### src/fisheye_coordinate_mapper_macros.svh
// Assertion macros shared by the fisheye coordinate mapper RTL.
// Depends on nothing; users must provide i_clk and i_rst_n in scope.
`ifndef FISHEYE_COORDINATE_MAPPER_MACROS_SVH
`define FISHEYE_COORDINATE_MAPPER_MACROS_SVH

// Same-cycle implication, disabled while reset is asserted.
`define FCM_ASSERT_IMPLIES(label, ante, cons) \
    label: assert property (@(posedge i_clk) disable iff (!i_rst_n) (ante) |-> (cons)) \
        else $error("fcm assertion failed");

// Next-cycle implication, disabled while reset is asserted.
`define FCM_ASSERT_NEXT(label, ante, cons) \
    label: assert property (@(posedge i_clk) disable iff (!i_rst_n) (ante) |=> (cons)) \
        else $error("fcm assertion failed");

`endif

### src/fcm_isqrt_pipe.sv
// Pipelined integer square root, one result bit per register stage.
// Carries a sideband word and a valid bit alongside; uses no package items.
module fcm_isqrt_pipe #(
    parameter int IN_W   = 46,
    parameter int SIDE_W = 8
) (
    input  logic                i_clk,
    input  logic                i_rst_n,
    input  logic                i_en,
    input  logic                i_valid,
    input  logic [IN_W-1:0]     i_rad,
    input  logic [SIDE_W-1:0]   i_side,
    output logic                o_valid,
    output logic [IN_W/2-1:0]   o_root,
    output logic [SIDE_W-1:0]   o_side
);

    localparam int RT = IN_W / 2;

    logic              r_valid [0:RT-1];
    logic [RT:0]       r_rem   [0:RT-1];
    logic [RT-1:0]     r_root  [0:RT-1];
    logic [IN_W-1:0]   r_rad   [0:RT-1];
    logic [SIDE_W-1:0] r_side  [0:RT-1];

    for (genvar k = 0; k < RT; k++) begin : g_stage
        logic              w_valid;
        logic [RT:0]       w_rem;
        logic [RT-1:0]     w_root;
        logic [IN_W-1:0]   w_rad;
        logic [SIDE_W-1:0] w_side;
        logic [RT+2:0]     w_rem2;
        logic [RT+2:0]     w_trial;
        logic [RT+2:0]     w_diff;
        logic              w_ge;

        if (k == 0) begin : g_first
            assign w_valid = i_valid;
            assign w_rem   = '0;
            assign w_root  = '0;
            assign w_rad   = i_rad;
            assign w_side  = i_side;
        end else begin : g_next
            assign w_valid = r_valid[k-1];
            assign w_rem   = r_rem[k-1];
            assign w_root  = r_root[k-1];
            assign w_rad   = r_rad[k-1];
            assign w_side  = r_side[k-1];
        end

        // Bring down the next two radicand bits and try root*4+1.
        assign w_rem2  = {w_rem, w_rad[IN_W-1 -: 2]};
        assign w_trial = {1'b0, w_root, 2'b01};
        assign w_diff  = w_rem2 - w_trial;
        assign w_ge    = (w_rem2 >= w_trial);

        always_ff @(posedge i_clk) begin
            if (!i_rst_n) begin
                r_valid[k] <= 1'b0;
            end else if (i_en) begin
                r_valid[k] <= w_valid;
            end
        end

        always_ff @(posedge i_clk) begin
            if (i_en) begin
                r_rem[k]  <= w_ge ? w_diff[RT:0] : w_rem2[RT:0];
                r_root[k] <= {w_root[RT-2:0], w_ge};
                r_rad[k]  <= {w_rad[IN_W-3:0], 2'b00};
                r_side[k] <= w_side;
            end
        end
    end

    assign o_valid = r_valid[RT-1];
    assign o_root  = r_root[RT-1];
    assign o_side  = r_side[RT-1];

endmodule
### config.mk
export PLATFORM = sky130hd
export DESIGN_NAME = fcm_isqrt_pipe
export DESIGN_NICKNAME = d
export VERILOG_FILES = /design/src/fisheye_coordinate_mapper_macros.svh /design/src/fcm_isqrt_pipe.sv
export SDC_FILE = /design/constraint.sdc
export NUM_CORES = 2
export LEC_CHECK = 0
export BUFFER_PORTS_ARGS = -buffer_cell sky130_fd_sc_hd__buf_2
export CORE_ASPECT_RATIO = 1.1
export CORE_UTILIZATION = 30
export CTS_BUF_LIST = sky130_fd_sc_hd__clkbuf_2 sky130_fd_sc_hd__clkbuf_4 sky130_fd_sc_hd__clkbuf_8
export DETAILED_ROUTE_END_ITERATION = 10
export HOLD_SLACK_MARGIN = 0.03
export PLACE_DENSITY = 0.5
export SYNTH_ARGS = -nofsm -noshare
export SYNTH_HDL_FRONTEND = slang
export SYNTH_SLANG_ARGS = --single-unit
### constraint.sdc
create_clock -name i_clk -period 3.95 [get_ports i_clk]
set_input_delay 0.395 -clock i_clk [delete_from_list [all_inputs] [get_ports i_clk]]
set_output_delay 0.395 -clock i_clk [all_outputs]
set_load 0.02 [all_outputs]
# Word level (Yosys, flattened, before mapping)
# Memories as Yosys holds them, arrays and structs flattened.
# Cells that the tools add are included.
[op_classes]
add_sub_neg = 23
n_lt_le_gt_ge = 23
muxes = 51
n_bitwise = 23
[ops]
columns = ["op", "count"]
rows = [
  ["$ge 26x25->1", 22],
  ["$mux 24", 23],
  ["$sub 24x24->24", 22],
  ["$mux 1", 28],
  ["$or 1x1->1", 23],
  ["$sub 2x1->3 const B", 1],
  ["$ge 2x1->1 const B", 1],
]
[word_totals]
reg_bits = 0
ram_bits = 2300
in_bits = 58
out_inout_bits = 32
elab_cells = 125
n_memories = 5
[memory_table]
columns = ["memory", "words", "width", "rd", "rd_ports_with_merged_regs", "wr", "line_no", "text"]
rows = [
  ["r_rad", 23, 44, 22, 0, 23, "fcm_isqrt_pipe.sv:23", "logic [IN_W-1:0] r_rad [0:RT-1];"],
  ["r_rem", 23, 24, 22, 0, 23, "fcm_isqrt_pipe.sv:21", "logic [RT:0] r_rem [0:RT-1];"],
  ["r_root", 23, 23, 23, 0, 23, "fcm_isqrt_pipe.sv:22", "logic [RT-1:0] r_root [0:RT-1];"],
  ["r_side", 23, 8, 23, 0, 23, "fcm_isqrt_pipe.sv:24", "logic [SIDE_W-1:0] r_side [0:RT-1];"],
  ["r_valid", 23, 1, 23, 0, 23, "fcm_isqrt_pipe.sv:20", "logic r_valid [0:RT-1];"],
]

# Logic depth before layout (Yosys ltp)
[logic_depth]
ltp_word = 4
depth_mapped = 14
mapped_depth_nobuf = 12

# Worst setup path before layout
# OpenSTA, ideal clock, no wires.
[synth_path]
path_kind = "register to register"
startpoint = "mem r_rem[2][96] (netlist bit)"
endpoint = "mem r_rem[2][135] (netlist bit), data pin"
setup_ns = 0.260
t_arrival_ns = 2.788
t_required_ns = 3.690
setup_slack_ns = 0.902
path_stages_with_launch = 11
n_path_buf = 1
period_less_slack_ns = 3.048
cell_sequence = "edfxtp_1 -> ha_1 -> nor2b_1 -> o2111ai_1 -> and3_1 -> o31ai_1 -> a211oi_1 -> o31ai_1 -> a31oi_1 -> clkbuf_1 -> mux2_2"
[synth_rtl]
columns = ["item", "line_no"]
rows = [
  ["start, declared", "fcm_isqrt_pipe.sv:21"],
]

==> impl_metrics.tcl <==
set metrics [dict create \
    avgSynthCellArea_um2 13.9 \
    setup_violations 0 \
    synth_top_area_share_pct 68.4 \
    pwr-share-comb_pct 15.6 \
    path_delay_family "compound AO/OA/AOI/OAI gates" \
    port_buffers 89 \
    async_reset_ff_share_pct 0 \
    ys_seq_elements 1487 \
    syn_area_um2 65200 \
    die_area_um2 219000 \
    regArea_um2 44600 \
    relSlewSlack_pct 28.4 \
    worst_skew_pair.late_latency_ns 0.99 \
    grt_overflow 0 \
    critPathArrivalTime_ns 4.23 \
    drc 0 \
    nFillCells 20900 \
    synth_area_leaders "edfxtp_1, ha_1, xor2_1" \
    rows 179 \
    via_per_inst 4.50 \
    routabilityCongestion 0.850 \
    max-vdd-ir-drop_mv 0.280 \
    min_period_ns 3.56 \
    critical_path_depth 9 \
    cts_made_buffers 286 \
    yosys-top-cells-count "edfxtp_1, inv_1, nand2_1" \
    die_w_um 446 \
    endpoint_kind "flip-flop" \
    seq_area_frac_synth_pct 68.5 \
    internal_power_uw 30300 \
    status "completed" \
    powerDensity_nw_per_um2 541 \
    die_h_um 491 \
    worstMarginPinSlew_ns 1.07 \
    reg2reg_depth 9 \
    nets 5545 \
    p_clk_share_pct 34.2 \
    p_leak_uw 0.0284 \
    areaGrowthSynthToFinish_pct 16.6 \
    cts.repair.resized 0 \
    period_share_pct 90.2 \
    hold_path.class "in2reg" \
    r2r-end "r_rem[2][123]$_DFFE_PP_" \
    worstSetupPathType "reg2reg" \
    routed_wl_um 123000 \
    hold_viol 0 \
    clk_path_buf_depth 4 \
    hpwl_um 84300 \
    ant_nets 0 \
    max_freq_mhz 281 \
    cts.clk_slew.worst_paths_ns 0.05 \
    drive_gt1_share_pct 12.4 \
    yosysTopAreaCell "edfxtp_1" \
    grt_pass1_wl_um 198000 \
    core_area_um2 216000 \
    multi_input_area_um2 18900 \
    cts_tree "built" \
    critical-path-slowest-cell "a31oi_2" \
    worstHoldEndpoint "r_rad[0][3]$_DFFE_PP_" \
    grt_max_degree 132 \
    ff2ff_setup_slack_ns 0.39 \
    yosysUniqueCellTypes 82 \
    rsz0062_at_grt "false" \
    clkSinkCount 1487 \
    switchingPower_uw 10900 \
    drt_iter0_drc 1981 \
    fin_skew_ns 0.0795 \
    avgRoutedWirePerCell_um 14.9 \
    start_util_pct 30.2 \
    synth_most_common_cell "edfxtp_1" \
    required_ns 4.62 \
    synthFlopType "edfxtp_1" \
    cp_num_buf_inv 0 \
    seqPwrFrac_pct 50.1 \
    totalPowerFinal_uw 41100 \
    p_sw_share_pct 26.5 \
    crit_path_max_incr_delay_ns 0.79 \
    grt_pass1_vias 38100 \
    drt_first_pass_iters 5 \
    vias 37200 \
    worstHoldPathCells 2 \
    synth-edff-count 1486 \
    synth_cells 4704 \
    cts.htree.levels 5 \
    io_pins 90 \
    cts_root_buf "clkbuf_8" \
    crit_fanout 19 \
    r2r_start "r_rem[2][96]$_DFFE_PP_" \
    fin_setup_tns_ns 0 \
    maxSlewViolCount 0 \
    min_from "i_rad[3]" \
    antenna_found_initial 5 \
    grtUsageTotal_pct 11.2 \
    critPathLaunchType "flip-flop" \
    ys_warn_count 0 \
    max_cap_viol_count 0 \
    path_cells "ha_1 > nor2b_1 > o2111ai_1 > and3_1 > o31ai_1 > a211oi_1 > o31ai_1 > a31oi_2 > mux2_2" \
    path_common_cell "o31ai_1" \
    syn-num-nets 5062 \
]
## per-layer routing
layer | GRT usage, % | share of wire (%)
met5 | 0 | 0
met4 | 6.05 | 4.7
met3 | 2.78 | 4.6
met2 | 19.2 | 49
met1 | 12.8 | 42
## cells by family (layout without fill, tap and decap cells)
group                    after synthesis  count (layout)  share of synthesized area (%)
buffers and inverters                438            1105                           2.56
AND/OR/NAND/NOR                     1180            1180                           8.97
XOR/XNOR                             400             400                           5.37
adder cells (fa/ha/maj)              300             300                           5.76
multiplexers                          44              44                          0.754
flip-flops                          1487            1487                           68.5
AO/OA/AOI/OAI                        854             854                           8.10
other                                  1               4                        0.00575
## state kept, by name, summed over array words and instances (netlist names)
signal and flops:
r_valid 23, r_side 184, r_rem 498, r_root 276
r_rad 506
## worst max path at each step
| stage | from | endpoint |
|---|---|---|
| 3_5_place_dp | r_rem[2][96]$_DFFE_PP_ | r_rem[2][123]$_DFFE_PP_ |
| 4_1_cts | r_rem[1][96]$_DFFE_PP_ | r_rem[1][138]$_DFFE_PP_ |
| 5_1_grt | r_rem[1][96]$_DFFE_PP_ | r_rem[1][138]$_DFFE_PP_ |
| 2_1_floorplan | r_rem[2][96]$_DFFE_PP_ | r_rem[2][135]$_DFFE_PP_ |
| 3_3_place_gp | r_rem[2][96]$_DFFE_PP_ | r_rem[2][143]$_DFFE_PP_ |
| 6_report | r_rem[2][96]$_DFFE_PP_ | r_rem[2][123]$_DFFE_PP_ |
## cell usage in the layout, fill, tap and decap left out, types with 17 or more instances in the layout
master and instances:
nor4_1 65, or2_2 22, buf_12 17, nor2b_1 45, buf_4 60, clkbuf_8 293, nand2_1 342, clkinv_2 30
o31ai_1 31, nor3_1 110, xor2_1 202, or3_1 42, and2_1 17, nand3_1 78, clkinv_1 63, clkbuf_4 73
o21ai_0 274, a2111oi_0 17, or4_1 33, a211oi_1 22, ha_1 300, mux2_2 33, and3_1 39, nand4_1 36
dlygate4sd3_1 106, o21a_1 55, a21o_1 86, nor2_1 242, buf_2 88, a31oi_1 17, inv_1 360, o211ai_1 17
o21bai_1 19, xnor2_1 198, a21oi_1 223, edfxtp_1 1486, nand2b_1 65
## cell type report
type                    instances  share of cell area [%]
inverters                     362                    1.79
clock buffers                 366                    6.02
repair buffers                271                    3.01
clock inverters               106                   0.790
well taps                    2896                    4.77
diodes                          3                 0.00987
flip-flops and latches       1487                    58.7
multi-input cells            2779                    24.9
## power by group through the flow
stage / clock [uW] / combinational (uW) / sequential, uW
5_1_grt: 15500 / 7250 / 20800
6_report: 14100 / 6430 / 20600
2_1_floorplan: 0 / 4660 / 20600
3_5_place_dp: 0 / 6380 / 21000
3_3_place_gp: 0 / 6280 / 20900
4_1_cts: 14900 / 6490 / 20600
## what timing repair did
action                    in CTS  in global routing
hold endpoints to repair     150                  0
hold buffers                 106                  0
buffers inserted               0                  0
## through the flow
step	hold slack (ns)	instances	instance area [um2]	util [%]	setup WS, ns
after floorplan	0.400	4704	65200	-	0.902
after global placement	0.400	7689	69800	32.3	0.399
after detailed placement	0.405	7689	69800	32.3	0.360
after CTS	0.0302	8267	76000	35.2	0.368
after global routing	0.0723	8269	76000	35.2	0.166
final	0.179	8270	76000	35.2	0.388
No activity file was read; power rests on OpenSTA's default activity.
